[config.mk]
export PLATFORM = sky130hd
export DESIGN_NAME = handshake_retry_transmit_fsm_flat
export DESIGN_NICKNAME = d
export VERILOG_FILES = /design/src/rtl/core/hrt_pkg.sv /design/src/rtl/core/hrt_in_if.sv /design/src/rtl/core/hrt_out_if.sv /design/src/rtl/core/hrt_front.sv /design/src/rtl/core/hrt_queue.sv /design/src/rtl/core/hrt_back.sv /design/src/rtl/core/handshake_retry_transmit_fsm.sv /design/src/flat_wrapper.sv
export SDC_FILE = /design/constraint.sdc
export NUM_CORES = 1
export LEC_CHECK = 0
export ABC_CLOCK_PERIOD_IN_PS = 10380
export BUFFER_PORTS_ARGS = -buffer_cell sky130_fd_sc_hd__buf_2
export CELL_PAD_IN_SITES_DETAIL_PLACEMENT = 0
export CELL_PAD_IN_SITES_GLOBAL_PLACEMENT = 1
export CORE_ASPECT_RATIO = 0.6
export CORE_MARGIN = 5
export CORE_UTILIZATION = 48
export CTS_CLUSTER_DIAMETER = 200
export DETAILED_ROUTE_END_ITERATION = 7
export PLACE_DENSITY = 0.84
export SYNTH_ARGS = -nofsm -noshare
export SYNTH_HDL_FRONTEND = slang
export SYNTH_HIERARCHICAL = 1
export SYNTH_SLANG_ARGS = --single-unit
[constraint.sdc]
create_clock -name i_clk -period 10.38 [get_ports i_clk]
set_clock_uncertainty 0.2 [all_clocks]
set_input_delay 0.519 -clock i_clk [delete_from_list [all_inputs] [get_ports i_clk]]
set_output_delay 0.519 -clock i_clk [all_outputs]
set_load 0.03 [all_outputs]
[src/rtl/core/hrt_pkg.sv]
// ----------------------------------------------------------------------------
// hrt_pkg
// Shared types and constants of the handshake retry transmit sequencer.
// ----------------------------------------------------------------------------
package hrt_pkg;

    localparam int PAYLOAD_W = 32;
    localparam int SEQ_W     = 7;
    localparam int TIME_W    = 16;
    localparam int ATT_W     = 4;
    localparam int CFG_W     = 16;
    localparam int CNT_W     = 2;
    localparam int MAX_RES   = 3;

    localparam logic [TIME_W-1:0] TIMEOUT_RST = 16'd1000;
    localparam logic [ATT_W-1:0]  RETRY_RST   = 4'd3;
    localparam logic [SEQ_W-1:0]  SEQ_RST     = 7'd0;
    localparam logic [TIME_W-1:0] TIME_MAX    = 16'hFFFF;

    typedef enum logic [1:0] {
        OP_NEW      = 2'd0,
        OP_HS_ACK   = 2'd1,
        OP_DATA_ACK = 2'd2,
        OP_TICK     = 2'd3
    } t_op;

    typedef enum logic [2:0] {
        KIND_HS   = 3'd0,
        KIND_DATA = 3'd1,
        KIND_DONE = 3'd2,
        KIND_FAIL = 3'd3,
        KIND_BUSY = 3'd4
    } t_kind;

    typedef enum logic [1:0] {
        PH_IDLE      = 2'd0,
        PH_WAIT_HS   = 2'd1,
        PH_WAIT_DATA = 2'd2
    } t_phase;

    typedef enum logic [1:0] {
        CFG_TIMEOUT = 2'd0,
        CFG_RETRY   = 2'd1,
        CFG_SEQ     = 2'd2
    } t_cfg_idx;

    // all results of one item share the sequence number
    typedef struct packed {
        logic [CNT_W-1:0]     cnt;
        t_kind [MAX_RES-1:0]  kinds;
        logic [SEQ_W-1:0]     seq;
        logic [PAYLOAD_W-1:0] payload;
    } t_bundle;

endpackage

[src/rtl/core/hrt_in_if.sv]
// ----------------------------------------------------------------------------
// hrt_in_if
// Input item channel: valid/ready handshake with opcode and payload.
// ----------------------------------------------------------------------------
interface hrt_in_if;
    logic        valid;
    logic        ready;
    logic [1:0]  opcode;
    logic [31:0] payload;

    modport source (output valid, output opcode, output payload, input ready);
    modport sink   (input valid, input opcode, input payload, output ready);
endinterface

[src/rtl/core/hrt_out_if.sv]
// ----------------------------------------------------------------------------
// hrt_out_if
// Result channel: valid/ready handshake carrying one send command.
// ----------------------------------------------------------------------------
interface hrt_out_if;
    logic        valid;
    logic        ready;
    logic [2:0]  kind;
    logic [6:0]  seq_out;
    logic [31:0] payload_out;
    logic        last;

    modport source (output valid, output kind, output seq_out, output payload_out,
                    output last, input ready);
    modport sink   (input valid, input kind, input seq_out, input payload_out,
                    input last, output ready);
endinterface

[src/rtl/core/hrt_front.sv]
// ----------------------------------------------------------------------------
// hrt_front
// Accepts items, runs the transaction state machine and builds the bundle of
// results each item causes. Also holds the configuration registers.
// ----------------------------------------------------------------------------
module hrt_front #(
    parameter int PAYLOAD_BITS = 32
) (
    input  logic                    i_clk,
    input  logic                    i_rst_n,
    input  logic                    i_valid,
    output logic                    o_ready,
    input  logic [1:0]              i_opcode,
    input  logic [31:0]             i_payload,
    input  logic                    i_cfg_we,
    input  logic [1:0]              i_cfg_idx,
    input  logic [15:0]             i_cfg_data,
    input  logic                    i_q_full,
    output logic                    o_push,
    output hrt_pkg::t_bundle        o_bundle
);
    import hrt_pkg::*;

    localparam int HELD_W = (PAYLOAD_BITS < PAYLOAD_W) ? PAYLOAD_BITS : PAYLOAD_W;

    t_phase              r_phase, n_phase;
    logic [ATT_W-1:0]    r_att, n_att;
    logic [TIME_W-1:0]   r_el, n_el;
    logic [SEQ_W-1:0]    r_seq, n_seq;
    logic                r_hs_seen, n_hs_seen;
    logic                r_data_seen, n_data_seen;
    logic [HELD_W-1:0]   r_held, n_held;
    logic [TIME_W-1:0]   r_timeout;
    logic [ATT_W-1:0]    r_retry;

    logic                accept;
    logic [TIME_W-1:0]   el_inc;
    logic                go_hs, go_data, go_fin;
    t_kind               fin_kind;
    logic [CNT_W-1:0]    cnt;
    t_kind [MAX_RES-1:0] kinds;

    assign o_ready = !i_q_full;
    assign accept  = i_valid && o_ready;
    assign el_inc  = (r_el == TIME_MAX) ? r_el : r_el + 1'b1;

    always_comb begin
        n_phase     = r_phase;
        n_att       = r_att;
        n_el        = r_el;
        n_seq       = r_seq;
        n_hs_seen   = r_hs_seen;
        n_data_seen = r_data_seen;
        n_held      = r_held;
        go_hs       = 1'b0;
        go_data     = 1'b0;
        go_fin      = 1'b0;
        fin_kind    = KIND_DONE;
        cnt         = '0;
        kinds       = '{default: KIND_HS};

        case (t_op'(i_opcode))
            OP_NEW: begin
                if (r_phase == PH_IDLE) begin
                    n_held = i_payload[HELD_W-1:0];
                    n_att  = '0;
                    go_hs  = 1'b1;
                end else begin
                    kinds[cnt] = KIND_BUSY;
                    cnt        = cnt + 1'b1;
                end
            end
            OP_HS_ACK: begin
                n_hs_seen = 1'b1;
                if (r_phase == PH_WAIT_HS) begin
                    n_hs_seen = 1'b0;
                    n_att     = '0;
                    go_data   = 1'b1;
                end
            end
            OP_DATA_ACK: begin
                n_data_seen = 1'b1;
                if (r_phase == PH_WAIT_DATA) begin
                    n_data_seen = 1'b0;
                    go_fin      = 1'b1;
                end
            end
            OP_TICK: begin
                if (r_phase == PH_WAIT_HS || r_phase == PH_WAIT_DATA) begin
                    n_el = el_inc;
                    if (el_inc >= r_timeout) begin
                        if (r_att < r_retry) begin
                            if (r_phase == PH_WAIT_HS) go_hs = 1'b1;
                            else                       go_data = 1'b1;
                        end else begin
                            go_fin   = 1'b1;
                            fin_kind = KIND_FAIL;
                        end
                    end
                end
            end
            default: ;
        endcase

        // chained results: a latched ack is consumed on entry to its wait
        if (go_hs) begin
            kinds[cnt] = KIND_HS;
            cnt        = cnt + 1'b1;
            n_att      = n_att + 1'b1;
            n_el       = '0;
            n_phase    = PH_WAIT_HS;
            if (n_hs_seen) begin
                n_hs_seen = 1'b0;
                n_att     = '0;
                go_data   = 1'b1;
            end
        end
        if (go_data) begin
            kinds[cnt] = KIND_DATA;
            cnt        = cnt + 1'b1;
            n_att      = n_att + 1'b1;
            n_el       = '0;
            n_phase    = PH_WAIT_DATA;
            if (n_data_seen) begin
                n_data_seen = 1'b0;
                go_fin      = 1'b1;
            end
        end
        if (go_fin) begin
            kinds[cnt] = fin_kind;
            cnt        = cnt + 1'b1;
            n_phase    = PH_IDLE;
            n_att      = '0;
            n_el       = '0;
            n_seq      = r_seq + 1'b1;
        end
    end

    assign o_push           = accept && (cnt != '0);
    assign o_bundle.cnt     = cnt;
    assign o_bundle.kinds   = kinds;
    assign o_bundle.seq     = r_seq;
    assign o_bundle.payload = PAYLOAD_W'(n_held);

    always_ff @(posedge i_clk) begin
        if (!i_rst_n) begin
            r_phase     <= PH_IDLE;
            r_att       <= '0;
            r_el        <= '0;
            r_seq       <= SEQ_RST;
            r_hs_seen   <= 1'b0;
            r_data_seen <= 1'b0;
            r_timeout   <= TIMEOUT_RST;
            r_retry     <= RETRY_RST;
        end else if (i_cfg_we) begin
            case (t_cfg_idx'(i_cfg_idx))
                CFG_TIMEOUT: r_timeout <= i_cfg_data[TIME_W-1:0];
                CFG_RETRY:   r_retry   <= i_cfg_data[ATT_W-1:0];
                CFG_SEQ:     r_seq     <= i_cfg_data[SEQ_W-1:0];
                default: ;
            endcase
        end else if (accept) begin
            r_phase     <= n_phase;
            r_att       <= n_att;
            r_el        <= n_el;
            r_seq       <= n_seq;
            r_hs_seen   <= n_hs_seen;
            r_data_seen <= n_data_seen;
        end
    end

    always_ff @(posedge i_clk) begin
        if (accept) begin
            r_held <= n_held;
        end
    end

endmodule

[src/rtl/core/hrt_queue.sv]
// ----------------------------------------------------------------------------
// hrt_queue
// Two-entry queue of result bundles between the front and the back.
// ----------------------------------------------------------------------------
module hrt_queue (
    input  logic             i_clk,
    input  logic             i_rst_n,
    input  logic             i_push,
    input  hrt_pkg::t_bundle i_bundle,
    output logic             o_full,
    output logic             o_valid,
    input  logic             i_pop,
    output hrt_pkg::t_bundle o_bundle
);
    import hrt_pkg::*;

    t_bundle    r_mem [2];
    logic       r_wr, r_rd;
    logic [1:0] r_count, n_count;
    logic       do_push, do_pop;

    assign o_full   = (r_count == 2'd2);
    assign o_valid  = (r_count != 2'd0);
    assign o_bundle = r_mem[r_rd];
    assign do_push  = i_push && !o_full;
    assign do_pop   = i_pop && o_valid;

    always_comb begin
        n_count = r_count;
        if (do_push && !do_pop)      n_count = r_count + 1'b1;
        else if (do_pop && !do_push) n_count = r_count - 1'b1;
    end

    always_ff @(posedge i_clk) begin
        if (!i_rst_n) begin
            r_wr    <= 1'b0;
            r_rd    <= 1'b0;
            r_count <= '0;
        end else begin
            if (do_push) r_wr <= !r_wr;
            if (do_pop)  r_rd <= !r_rd;
            r_count <= n_count;
        end
    end

    always_ff @(posedge i_clk) begin
        if (do_push) begin
            r_mem[r_wr] <= i_bundle;
        end
    end

endmodule

[src/rtl/core/hrt_back.sv]
// ----------------------------------------------------------------------------
// hrt_back
// Walks the head bundle; presents one result per cycle while i_ready is high.
// ----------------------------------------------------------------------------
module hrt_back (
    input  logic             i_clk,
    input  logic             i_rst_n,
    input  logic             i_valid,
    input  hrt_pkg::t_bundle i_bundle,
    output logic             o_pop,
    output logic             o_valid,
    input  logic             i_ready,
    output logic [2:0]       o_kind,
    output logic [6:0]       o_seq,
    output logic [31:0]      o_payload,
    output logic             o_last
);
    import hrt_pkg::*;

    logic [CNT_W-1:0] r_idx;
    t_kind            kind;
    logic             fire;

    assign kind      = i_bundle.kinds[r_idx];
    assign o_valid   = i_valid;
    assign o_kind    = kind;
    assign o_seq     = i_bundle.seq;
    assign o_payload = (kind == KIND_DATA) ? i_bundle.payload : '0;
    assign o_last    = (r_idx == i_bundle.cnt - 1'b1);
    assign fire      = o_valid && i_ready;
    assign o_pop     = fire && o_last;

    always_ff @(posedge i_clk) begin
        if (!i_rst_n) begin
            r_idx <= '0;
        end else if (fire) begin
            r_idx <= o_last ? '0 : r_idx + 1'b1;
        end
    end

endmodule

[src/rtl/core/handshake_retry_transmit_fsm.sv]
// ----------------------------------------------------------------------------
// handshake_retry_transmit_fsm
// Stop-and-wait transmit sequencer with handshake, timeout and retries.
//
// i_item carries events: new payload, handshake ack, data ack, ms tick.
// o_result carries send commands: send handshake, send data, done, failed,
// busy reject, with the sequence number and, for send data, the payload.
// last marks the final result caused by one item; an item may cause none
// (a tick or an ack that only updates state) or up to three results.
// An item's bundle of results is registered in the queue on acceptance and
// its first result shows on o_result from there. Sustained rate is one item
// per cycle while each item causes at most one result and o_result is ready;
// the results of one item take the result port one after another.
// A two-entry bundle queue sits between the event front end and the result
// back end, so items keep flowing while a result waits on a stalled o_result;
// i_item.ready drops only when the queue is full.
// Reset returns to idle, clears attempts, elapsed time and latched acks,
// and loads the default timeout, retry limit and sequence number.
// Configuration must be written on i_cfg_we only while idle; not enforced.
// ----------------------------------------------------------------------------
module handshake_retry_transmit_fsm #(
    parameter int PAYLOAD_BITS = 32
) (
    input  logic        i_clk,
    input  logic        i_rst_n,
    hrt_in_if.sink      i_item,
    hrt_out_if.source   o_result,
    input  logic        i_cfg_we,
    input  logic [1:0]  i_cfg_idx,
    input  logic [15:0] i_cfg_data
);
    import hrt_pkg::*;

    logic    q_full, q_valid, push, pop;
    t_bundle f_bundle, q_bundle;

    hrt_front #(
        .PAYLOAD_BITS(PAYLOAD_BITS)
    ) u_front (
        .i_clk      (i_clk),
        .i_rst_n    (i_rst_n),
        .i_valid    (i_item.valid),
        .o_ready    (i_item.ready),
        .i_opcode   (i_item.opcode),
        .i_payload  (i_item.payload),
        .i_cfg_we   (i_cfg_we),
        .i_cfg_idx  (i_cfg_idx),
        .i_cfg_data (i_cfg_data),
        .i_q_full   (q_full),
        .o_push     (push),
        .o_bundle   (f_bundle)
    );

    hrt_queue u_queue (
        .i_clk    (i_clk),
        .i_rst_n  (i_rst_n),
        .i_push   (push),
        .i_bundle (f_bundle),
        .o_full   (q_full),
        .o_valid  (q_valid),
        .i_pop    (pop),
        .o_bundle (q_bundle)
    );

    hrt_back u_back (
        .i_clk     (i_clk),
        .i_rst_n   (i_rst_n),
        .i_valid   (q_valid),
        .i_bundle  (q_bundle),
        .o_pop     (pop),
        .o_valid   (o_result.valid),
        .i_ready   (o_result.ready),
        .o_kind    (o_result.kind),
        .o_seq     (o_result.seq_out),
        .o_payload (o_result.payload_out),
        .o_last    (o_result.last)
    );

endmodule

[src/flat_wrapper.sv]
// flat-port wrapper written by rule: the top's interface ports become plain ports
module handshake_retry_transmit_fsm_flat import hrt_pkg::*;
#(
    parameter int PAYLOAD_BITS = 32
)
  (i_clk, i_rst_n, i_cfg_we, i_cfg_idx, i_cfg_data, i_item_valid, i_item_opcode, i_item_payload, i_item_ready, o_result_valid, o_result_kind, o_result_seq_out, o_result_payload_out, o_result_last, o_result_ready);
  hrt_in_if i_item_i ();
  hrt_out_if o_result_i ();
  input  logic i_clk;
  input  logic i_rst_n;
  input  logic i_cfg_we;
  input  logic [1:0] i_cfg_idx;
  input  logic [15:0] i_cfg_data;
  input wire logic [$bits(i_item_i.valid)-1:0] i_item_valid;
  input wire logic [$bits(i_item_i.opcode)-1:0] i_item_opcode;
  input wire logic [$bits(i_item_i.payload)-1:0] i_item_payload;
  output wire logic [$bits(i_item_i.ready)-1:0] i_item_ready;
  output wire logic [$bits(o_result_i.valid)-1:0] o_result_valid;
  output wire logic [$bits(o_result_i.kind)-1:0] o_result_kind;
  output wire logic [$bits(o_result_i.seq_out)-1:0] o_result_seq_out;
  output wire logic [$bits(o_result_i.payload_out)-1:0] o_result_payload_out;
  output wire logic [$bits(o_result_i.last)-1:0] o_result_last;
  input wire logic [$bits(o_result_i.ready)-1:0] o_result_ready;
  assign i_item_i.valid = i_item_valid;
  assign i_item_i.opcode = i_item_opcode;
  assign i_item_i.payload = i_item_payload;
  assign i_item_ready = i_item_i.ready;
  assign o_result_valid = o_result_i.valid;
  assign o_result_kind = o_result_i.kind;
  assign o_result_seq_out = o_result_i.seq_out;
  assign o_result_payload_out = o_result_i.payload_out;
  assign o_result_last = o_result_i.last;
  assign o_result_i.ready = o_result_ready;
  handshake_retry_transmit_fsm #(.PAYLOAD_BITS(PAYLOAD_BITS)) u_core (.i_clk(i_clk), .i_rst_n(i_rst_n), .i_item(i_item_i), .o_result(o_result_i), .i_cfg_we(i_cfg_we), .i_cfg_idx(i_cfg_idx), .i_cfg_data(i_cfg_data));
endmodule
### Yosys cells after proc, flatten, opt, wreduce, memory -nomap -nowiden

Memory sizes are Yosys's and may differ from the RTL's. A register that Yosys moved wholly into a read port is not among the register bits.
Index checks and enable logic that the tools add are counted.

* register bits after elaboration: 89
* bits of input ports: 57
* output and inout port bits: 45
* memories: 1
* memory bits (writable): 100
* word-level logic and storage cells: 164

* $add $sub $neg: 11
* order comparisons: 9
* equal/unequal tests: 12
* bitwise operators: 6
* reduce and logical (&&, ||, !) cells: 34
* multiplexer cells: 78

Memory list
* u_core.u_queue.r_mem: depth 2, bits a word 50, read ports 1, clocked after Yosys merged registers in 1, write ports 1, RTL line hrt_queue.sv:17 `t_bundle r_mem [2];`

Operators with widths (count)
* $mux W16: 6
* $mux W32: 3
* $mux W1: 32
* $mux W7: 4
* $mux W9: 3
* $mux W4: 6
* $demux W3 S2: 3
* $mux W2: 9
* $mux W3: 6
* $add A16 B1 Y16 const B: 1
* $eq A16 B16 Y1 const B: 1
* $ge A16 B16 Y1: 1
* $lt A2 B3 Y1 const B: 4
* $logic_and A1 B1 Y1: 11
* $add A2 B1 Y2 const B: 5
* $eq A2 B2 Y1 const B: 5
* $reduce_bool A2 Y1: 5
* $and A3 B9 Y9: 1
* $bwmux W9: 1
* $not A9 Y9: 1
* $add A4 B1 Y4 const B: 2
* $pmux W4 S2: 1
* $reduce_bool A4 Y1: 2
* $add A7 B1 Y7 const B: 1
* 20 further kinds: 36

### Logic depth before layout (Yosys ltp)

Gate-level depths: netlist of the first run.

* depth after elaboration: 18
* gate-level depth with buffers: 29
* depth with buffers taken out: 27

### Modules after synthesis

The synthesis of the first run kept the hierarchy.

Modules (own cells, without submodules)
* hrt_front: seq. area each 1981.9 µm², cells each 514, area an instance 4863.4 µm², instances 1
* hrt_queue: seq. area each 3103.0 µm², cells each 181, area an instance 3831.2 µm², instances 1
* hrt_back: seq. area each 40.0 µm², cells each 108, area an instance 894.6 µm², instances 1

### Worst setup path before layout of the first run

No wires, ideal clock.

* kind: register to register
* from: register u_core.u_front.r_el[2]
* to: memory u_core/u_queue/r_mem[0][0] (netlist bit) (enable)
* clock period less this slack: 7.269 ns
* setup slack: 3.111 ns
* setup time: 0.450 ns
* buffers on the path: 2
* arrival time: 6.619 ns
* required time: 9.730 ns
* cell stages (with the launch flop): 23
* path through: dfxtp_1 clkbuf_1 nand2_1 nor3_1 and3_1 clkbuf_1 nand2_1 and3_1 nand4_1 or3_1 nand2_1 ha_1 nand4_1 nor4_1 a211oi_1 or4_1 o311ai_4 mux2i_1 ha_1 mux2i_1 o21a_1 inv_1 nor3_2

RTL lines
* start, declared: RTL line hrt_front.sv:28 `logic [TIME_W-1:0] r_el, n_el;`
* start signal, assigned: RTL line hrt_front.sv:165 `r_el <= n_el;`
* end, declared: RTL line hrt_queue.sv:17

==> results.py, run 1 <==
metrics = {
    "run": {
        "cap_violations": 0,
    },
    "finish": {
        "seqCellArea_um2": 5130,
        "syn2layout_area_growth_pct": 13.5,
        "final_nets": 980,
        "layout-drive-gt1-share": 0.305,
        "fill_cells": 1680,
        "final_util": 0.549,
        "multi_input_area_um2": 3950,
        "antenna_cells": 0,
    },
    "synth": {
        "yosys-top-cells-area": "edfxtp_1, dfxtp_1, mux2_2",
        "ys_types": 74,
        "async_flop_share": 0,
        "synth-seq-cells": 190,
        "synth_top_cell_by_area": "edfxtp_1",
        "synth_cells": 803,
        "yosysTopAreaCellShare": 0.413,
        "synth_edf_count": 132,
        "synth-seq-area-share": 0.534,
        "syn_area_um2": 9590,
        "syn_area_per_cell_um2": 11.9,
        "ys.warnings.count": 6,
        "synth_ff_type": "edfxtp_1",
    },
    "placement": {
        "hpwl_mm": 14.0,
        "gp_congestion": 0.823,
        "portBuffers": 101,
    },
    "drt": {
        "firstDrtPassIters": 5,
        "viasPerCell": 5.45,
        "drt_iter0_markers": 623,
        "ant_nets": 0,
        "wl_per_cell_um": 17.7,
        "drt-total-wl_mm": 20.8,
        "vias": 6387,
        "drc": 0,
    },
    "floorplanning": {
        "rows": 40,
        "core-area_um2": 19800,
        "ios": 102,
        "die-width_um": 192,
        "die_area_um2": 23000,
        "die_y_um": 119,
        "initial_utilization": 0.484,
    },
    "clocking": {
        "path_clk_slew_ps": 60,
        "cts_hold_buf": 0,
        "cts_sinks": 190,
        "clockBufferDepth": 2,
        "insertion_delay_ps": 430,
        "cts_buffers": 17,
        "cts_resized": 0,
        "cts_tree": "built",
        "cts_setup_buffers": 0,
        "ctsHtreeMaxLevel": 4,
        "clockRootBuffer": "clkbuf_16",
    },
    "critical_path": {
        "end_kind": "flip-flop",
        "cp.required_ps": 10240,
        "criticalPathCategory": "flip-flop to flip-flop",
        "worst-r2r-cell-count": 21,
        "critical_path_arrival_ps": 6710,
        "critPathLaunchType": "flip-flop",
        "crit_fanout": 51,
    },
    "global_routing": {
        "antenna_found_initial": 0,
        "grt.total_usage": 0.181,
        "grt_pass1_wl_mm": 32.9,
        "grt_pass1_vias": 6050,
        "grt_overflow": 0,
        "grt_max_degree": 52,
    },
    "power_and_ir_drop": {
        "vdd_drop_max_mv": 0.114,
        "pwr-share-comb": 0.098,
        "swShare": 0.233,
        "power_density_nw_per_um2": 157,
        "pwr-share-seq": 0.503,
        "internal_power_mw": 1.31,
        "power.leakage_nw": 4.22,
        "pwr-share-clk": 0.399,
        "p_total_mw": 1.71,
        "p_sw_uw": 399,
    },
    "sta": {
        "max_slew_margin": 0.167,
        "slew_violations": 0,
        "setup_tns_ps": 0,
        "period_share": 0.660,
        "hold_viol": 0,
        "worstMarginPinSlew_ps": 1250,
        "fmaxAchievable_mhz": 146,
        "worst_hold_slack_ps": 115,
        "setup_viol": 0,
        "period_needed_ps": 6850,
        "rsz0062_at_grt": "no",
    },
    "run_status": {
        "status": "finished clean",
    },
    "min_path": {
        "hold_path.class": "input port to flip-flop",
        "hold_path_depth": 3,
    },
}
[cell type report]
class / count / area share
timing repair buffer: 111 / 0.0533
clock inverter: 14 / 0.0174
inverter: 73 / 0.0252
clock buffer: 17 / 0.0391
sequential: 190 / 0.471
tap: 273 / 0.0314
multi-input combinational: 493 / 0.363
[per-layer routing]
metal / wire length, µm / track usage
met1: 10900 / 0.292
met2: 8620 / 0.246
met3: 1050 / 0.0372
met4: 193 / 0.0445
met5: 0 / 0
[synth_stat cells (4+ instances only)]
| cell type | instances |
|---|---|
| buf_4 | 10 |
| nand2_1 | 76 |
| nand4_1 | 11 |
| o21ai_0 | 20 |
| nor2_1 | 22 |
| nor4_2 | 29 |
| mux2_1 | 4 |
| mux2i_1 | 13 |
| xor2_1 | 4 |
| clkbuf_1 | 17 |
| buf_6 | 8 |
| nand3_1 | 19 |
| o211ai_1 | 7 |
| or3_1 | 4 |
| nor2b_1 | 4 |
| inv_1 | 69 |
| mux2_2 | 79 |
| ha_1 | 37 |
| or2_2 | 6 |
| edfxtp_1 | 132 |
| o31ai_1 | 9 |
| a21oi_1 | 35 |
| o22ai_1 | 4 |
| nor4_1 | 4 |
| nand3b_1 | 4 |
| nand2b_1 | 5 |
| and2_1 | 5 |
| o2111ai_1 | 7 |
| nor3_1 | 8 |
| and3_1 | 6 |
| dfxtp_1 | 58 |
| buf_2 | 11 |
| xnor2_1 | 10 |
| a22o_1 | 10 |
[power by group through the flow]
stage / Combinational (mW) / Sequential [mW] / Clock, mW
5_1_grt: 0.182 / 0.862 / 0.730
4_1_cts: 0.168 / 0.860 / 0.697
3_3_place_gp: 0.164 / 0.875 / 0
3_5_place_dp: 0.167 / 0.876 / 0
6_report: 0.167 / 0.860 / 0.681
2_1_floorplan: 0.123 / 0.873 / 0
[layout by cell type, fill, tap and decap left out, types with 6 or more instances in the layout]
| cell | instances |
|---|---|
| ha_1 | 37 |
| o21ai_0 | 20 |
| a22o_1 | 10 |
| clkbuf_16 | 17 |
| nor2_1 | 22 |
| inv_1 | 69 |
| nand2_1 | 76 |
| or2_2 | 6 |
| o2111ai_1 | 7 |
| edfxtp_1 | 132 |
| buf_2 | 101 |
| nand3_1 | 19 |
| o211ai_1 | 7 |
| buf_4 | 10 |
| o31ai_1 | 9 |
| a21oi_1 | 35 |
| nor3_1 | 8 |
| nand4_1 | 11 |
| dfxtp_1 | 57 |
| nor4_2 | 29 |
| xnor2_1 | 10 |
| mux2i_1 | 13 |
| mux2_2 | 79 |
[kinds of logic after synthesis]
| kind of cell | after synthesis | share of synthesized area |
|---|---|---|
| buf+inv | 121 | 0.0601 |
| simple gates | 213 | 0.133 |
| mux | 96 | 0.111 |
| other cells | 1 | 0.000391 |
| flops | 190 | 0.534 |
| compound gates | 130 | 0.0984 |
| xor+xnor | 15 | 0.0145 |
| fa+ha+maj | 37 | 0.0483 |
[through the flow]
stage | cell area (µm²) | std cells | worst slack, ps
floorplan | 9590 | 804 | 3110
global placement | 10300 | 1140 | 3880
detailed placement | 10300 | 1140 | 3630
CTS | 10900 | 1171 | 3600
global route | 10900 | 1171 | 2970
finish | 10900 | 1171 | 3530
[critical path: stages (launching register included)]
cell,delay (ps)
dfxtp_1,450
nand2_1,120
nor3_1,290
and3_1,320
nand2_1,230
and3_1,280
nand4_1,210
or3_1,170
nand2_1,70
ha_1,310
nand4_1,130
nor4_1,270
a211oi_1,200
o31a_1,360
o311ai_4,800
mux2i_1,450
ha_1,300
mux2i_1,240
o21a_1,180
inv_1,80
nor3_4,150
buf_4,570
[path summary, 6_finish.rpt]
path / from / to / slack [ps]
setup / recovery: u_core/u_front/r_el[2] / u_core/u_queue/r_mem[0][30] / 3530
hold reg to reg: u_core/u_front/r_timeout[14] / u_core/u_front/r_timeout[14] / 260
setup reg to reg: u_core/u_front/r_el[2] / u_core/u_queue/r_mem[0][30] / 3530
hold / removal: i_cfg_data[8] / u_core/u_front/r_timeout[8] / 110
[state kept, by name, summed over array words and instances (netlist names), named ones only]
signal	count
u_core/u_front/r_retry	4
u_core/u_front/r_seq	7
u_core/u_queue/r_count	2
u_core/u_front/r_hs_seen	1
u_core/u_front/r_held	32
u_core/u_front/r_timeout	16
u_core/u_queue/r_wr	1
u_core/u_front/r_phase	2
u_core/u_front/r_el	16
u_core/u_queue/r_mem	100
u_core/u_queue/r_rd	1
u_core/u_front/r_att	4
u_core/u_back/r_idx	2
u_core/u_front/r_data_seen	1
Note: power is estimated with default switching activity, not from simulation.
==> run 2, diff against run 1 <==
ABC_CLOCK_PERIOD_IN_PS = 6070   (was 10380)
CORE_UTILIZATION = 43   (was 48)
PLACE_DENSITY = 0.8   (was 0.84)
clock period = 6.07 ns   (was 10.38 ns; I/O delays follow)
==> results.py, run 2 (synthesis gave the netlist of run 1 again) <==
metrics = {
    "floorplanning": {
        "die_area_um2": 25500,
        "die-width_um": 203,
        "initial_utilization": 0.437,
        "rows": 42,
        "ios": 102,
        "die_y_um": 126,
        "core-area_um2": 22000,
    },
    "sta": {
        "max_slew_margin": 0.402,
        "fmaxAchievable_mhz": 173,
        "setup_viol": 0,
        "worstMarginPinSlew_ps": 892,
        "period_needed_ps": 5780,
        "slew_violations": 0,
        "hold_viol": 0,
        "worst_hold_slack_ps": 13.7,
        "period_share": 0.952,
    },
    "power_and_ir_drop": {
        "internal_power_mw": 2.15,
        "power.leakage_nw": 4.36,
        "pwr-share-seq": 0.513,
        "pwr-share-comb": 0.106,
        "p_sw_uw": 718,
        "pwr-share-clk": 0.381,
        "vdd_drop_max_mv": 0.194,
        "power_density_nw_per_um2": 254,
        "swShare": 0.251,
    },
    "finish": {
        "layout-drive-gt1-share": 0.314,
        "largest_reg_flops": 100,
        "final_common_cell": "edfxtp_1",
        "final_nets": 1011,
        "syn2layout_area_growth_pct": 17.4,
        "final_cell_mix": "edfxtp_1, buf_2, mux2_2, nand2_1, inv_1",
        "largest_registers": "u_core/u_queue/r_mem x100, u_core/u_front/r_held x32",
        "fill_cells": 1932,
        "max_flop_register": "u_core/u_queue/r_mem",
        "final_util": 0.512,
        "antenna_cells": 0,
        "multi_input_area_um2": 4010,
        "seqCellArea_um2": 5130,
        "layout.cells.non_filler": 1216,
    },
    "drt": {
        "drt-total-wl_mm": 20.9,
        "drt_iter0_markers": 573,
        "vias": 6380,
        "viasPerCell": 5.25,
        "drc": 0,
        "wl_per_cell_um": 17.2,
        "ant_nets": 0,
        "firstDrtPassIters": 6,
    },
    "clocking": {
        "cts_tree": "built",
        "path_clk_slew_ps": 70,
        "clockRootBuffer": "clkbuf_16",
        "ctsHtreeMaxLevel": 4,
        "insertion_delay_ps": 430,
        "cts_sinks": 190,
        "clockBufferDepth": 2,
        "cts_buffers": 17,
    },
    "global_routing": {
        "use_met3": 0.0406,
        "grt_max_degree": 52,
        "grt_overflow": 0,
        "met2_usage": 0.230,
        "gr-usage-met1": 0.248,
        "grt.total_usage": 0.161,
        "antenna_found_initial": 0,
        "grt_pass1_wl_mm": 32.7,
        "grt_pass1_vias": 5896,
        "globalRoute.busiestLayer": "met1",
    },
    "critical_path": {
        "crit_fanout": 9,
        "cp.required_ps": 6230,
        "criticalPathCategory": "flip-flop to flip-flop",
        "end_kind": "flip-flop",
        "worst-r2r-cell-count": 24,
        "critical_path_arrival_ps": 5940,
        "critPathLaunchType": "flip-flop",
    },
    "min_path": {
        "hold_path.class": "input port to flip-flop",
        "hold_path_depth": 3,
    },
    "placement": {
        "portBuffers": 101,
        "gp_congestion": 0.847,
        "hpwl_mm": 14.3,
        "post-place-cells": 1156,
    },
    "run_status": {
        "status": "finished clean",
    },
    "run": {
        "cap_violations": 0,
    },
}
[run 2: worst max-delay path, stage by stage, from the launching register on]
cell and delay (ps):
dfxtp_1 370, ha_1 260, and3_2 260, nand2_2 160, nand2_1 140, nor2_1 280, nand3_1 150, or2_2 310
nand2_1 80, ha_1 220, nand4_1 170, nor2_1 70, a21o_1 190, a211oi_4 310, o32a_1 310, ha_1 310
xor2_2 220, ha_1 340, mux2i_2 200, o21a_1 190, inv_1 90, nor2_1 120, ha_1 270, or3_1 350
a21boi_1 140
[run 2: per-layer routing]
layer / vias to the layer above / wire length [µm]
li1: 3169 / -
met1: 3045 / 11000
met2: 154 / 8750
met3: 12 / 1000
met4: 0 / 181
met5: - / 0
[run 2: final timing paths]
path,from,to,slack (ps)
setup reg to reg,u_core/u_front/r_el[0],u_core/u_queue/r_count[1],290
hold reg to reg,u_core/u_front/r_timeout[15],u_core/u_front/r_timeout[15],260
setup / recovery,u_core/u_front/r_el[0],u_core/u_queue/r_count[1],290
hold / removal,o_result_ready,u_core/u_back/r_idx[1],10
[run 2: per-stage QoR]
| stage | TNS (ps) | instance area [µm²] | setup WS, ps | power (mW) |
|---|---|---|---|---|
| after floorplan | 0 | 9620 | 6.56 | 1.70 |
| after global placement | 0 | 10400 | 385 | 1.78 |
| after detailed placement | 0 | 10400 | 194 | 1.79 |
| after CTS | 0 | 11200 | 181 | 2.89 |
| after global routing | -26.9 | 11300 | -26.9 | 2.97 |
| final | 0 | 11300 | 292 | 2.86 |
[run 2: area by class of cell]
class / count / area share
clock buffers: 17 / 0.0378
clock inverters: 15 / 0.0136
inverters: 73 / 0.0243
multi-input cells: 493 / 0.356
flip-flops and latches: 190 / 0.456
well taps: 286 / 0.0318
repair buffers: 142 / 0.0806
[run 2: power groups by stage]
stage                     Combinational (mW)  Sequential (mW)  Clock (mW)
after global routing                   0.331             1.47        1.17
after CTS                              0.302             1.47        1.12
after floorplan                        0.212             1.49           0
after global placement                 0.284             1.50           0
final                                  0.304             1.47        1.09
after detailed placement               0.288             1.50           0
[run 2: what timing repair did]
action,in CTS,in global routing
setup buffers,0,2
resized for setup,0,9
hold endpoints to repair,46,3
setup endpoints to repair,0,95
hold buffers,25,1
==> run 3, diff against run 2 <==
CORE_ASPECT_RATIO = 1.1   (was 0.6)
==> results.py, run 3 (synthesis gave the netlist of run 1 again) <==
metrics = {
    "drt": {
        "drc": 0,
        "firstDrtPassIters": 6,
        "drt_iter0_markers": 348,
        "ant_nets": 0,
        "vias": 6380,
        "wl_per_cell_um": 16.2,
        "drt-total-wl_mm": 19.8,
        "viasPerCell": 5.22,
    },
    "finish": {
        "final_util": 0.509,
        "largest_reg_flops": 100,
        "final_nets": 1009,
        "fill_cells": 1921,
        "largest_registers": "u_core/u_queue/r_mem x100, u_core/u_front/r_held x32",
        "final_cell_mix": "edfxtp_1, buf_2, mux2_2, nand2_1, inv_1",
        "final_common_cell": "edfxtp_1",
        "antenna_cells": 0,
        "syn2layout_area_growth_pct": 17.0,
        "layout-drive-gt1-share": 0.311,
        "seqCellArea_um2": 5130,
        "max_flop_register": "u_core/u_queue/r_mem",
        "multi_input_area_um2": 4000,
    },
    "power_and_ir_drop": {
        "power.leakage_nw": 4.32,
        "power_density_nw_per_um2": 252,
        "vdd_drop_max_mv": 0.209,
    },
    "run_status": {
        "status": "finished clean",
    },
    "floorplanning": {
        "rows": 57,
        "die-width_um": 152,
        "initial_utilization": 0.435,
        "die_area_um2": 25400,
        "core-area_um2": 22000,
        "ios": 102,
        "die_y_um": 167,
    },
    "sta": {
        "worstMarginPinSlew_ps": 860,
        "max_slew_margin": 0.423,
        "worst_hold_slack_ps": 18.5,
        "period_needed_ps": 5650,
        "period_share": 0.930,
        "layout_setup_ws_ps": 425,
        "setup_tns_ps": 0,
        "rsz0062_at_grt": "no",
        "fmaxAchievable_mhz": 177,
        "slew_violations": 0,
        "hold_viol": 0,
        "setup_viol": 0,
    },
    "global_routing": {
        "use_met3": 0.0361,
        "grt_pass1_wl_mm": 32.5,
        "grt.total_usage": 0.157,
        "grt_max_degree": 51,
        "grt_overflow": 0,
        "grt_pass1_vias": 6393,
        "gr-usage-met1": 0.193,
        "antenna_found_initial": 0,
        "met2_usage": 0.279,
        "globalRoute.busiestLayer": "met2",
    },
    "clocking": {
        "cts_buffers": 17,
        "ctsHtreeMaxLevel": 4,
        "clockRootBuffer": "clkbuf_16",
        "cts_tree": "built",
        "insertion_delay_ps": 420,
        "cts_sinks": 190,
        "clockBufferDepth": 2,
        "path_clk_slew_ps": 70,
    },
    "critical_path": {
        "critical_path_arrival_ps": 5790,
        "critPathLaunchType": "flip-flop",
        "crit_fanout": 11,
        "criticalPathCategory": "flip-flop to flip-flop",
        "end_kind": "flip-flop",
        "cp.required_ps": 6220,
    },
    "placement": {
        "portBuffers": 101,
        "place_ws_ps": 310,
        "hpwl_mm": 13.2,
        "gp_congestion": 0.826,
    },
    "run": {
        "cap_violations": 0,
    },
    "min_path": {
        "hold_path.class": "input port to flip-flop",
    },
}
-- run 3: cell count changes in the layout (fill, tap and decap cells not counted), moves of 2 or more --
cell / delta
clkbuf_1: +2
clkinv_4: -3
inv_6: +3
inv_8: -4
-- run 3: where the power goes --
group	leakage (nW)	switching, mW	total [mW]	internal [mW]
combinational	2.34	0.186	0.299	0.113
sequential	1.71	0.0169	1.47	1.45
clock	0.269	0.489	1.06	0.575
-- run 3: final timing paths --
check	startpoint	end	slack, ps	depth (start not counted)
worst max-delay path	u_core/u_front/r_el[0]	u_core/u_queue/r_count[1]	420	25
worst min-delay path	i_item_payload[5]	u_core/u_queue/r_mem[0][5]	20	2
worst max register to register	u_core/u_front/r_el[0]	u_core/u_queue/r_count[1]	420	25
worst min register to register	u_core/u_front/r_timeout[10]	u_core/u_front/r_timeout[10]	260	2
-- run 3: layout make-up --
cell class	instances	share of cell area
Inverter	73	0.0244
Multi-Input combinational cell	493	0.356
Tap cell	295	0.0329
Clock inverter	13	0.0117
Sequential cell	190	0.457
Clock buffer	19	0.0386
Timing Repair Buffer	140	0.0793
-- run 3: timing repair --
| item | 4_1_cts | 5_1_grt |
|---|---|---|
| hold buffers | 25 | 0 |
| buffers inserted | 0 | 2 |
| hold endpoints to repair | 45 | 0 |
| setup endpoints to repair | 0 | 103 |
| resized for setup | 0 | 8 |
-- run 3: critical path, cell delays in order (launching register included) --
cell      delay [ps]
dfxtp_1          360
ha_1             250
and3_2           250
nand2_2          150
nand2_1          140
nor2_1           240
nand3_1          160
or2_2            310
nand2_1           70
ha_1             230
nand4_1          170
nor2_1            60
a21o_1           190
a211oi_4         240
o32a_1           290
inv_2            150
ha_1             220
mux2i_2          220
ha_1             290
mux2i_2          200
o21a_1           170
inv_1             90
nor2_1           120
ha_1             270
or3_1            360
a21boi_1         150
-- run 3: through the flow --
step | instances | total power, mW | area (µm²)
4_1_cts | 1221 | 2.87 | 11200
2_1_floorplan | 804 | 1.70 | 9620
6_report | 1223 | 2.83 | 11200
3_3_place_gp | 1164 | 1.78 | 10400
3_5_place_dp | 1164 | 1.79 | 10400
5_1_grt | 1223 | 2.95 | 11200
-- run 3: routing by layer --
| layer | up-vias | part of all wire |
|---|---|---|
| met1 | 3039 | 0.44 |
| met2 | 168 | 0.50 |
| met4 | 0 | 0.010 |
| li1 | 3156 | - |
| met5 | - | 0 |
| met3 | 17 | 0.053 |
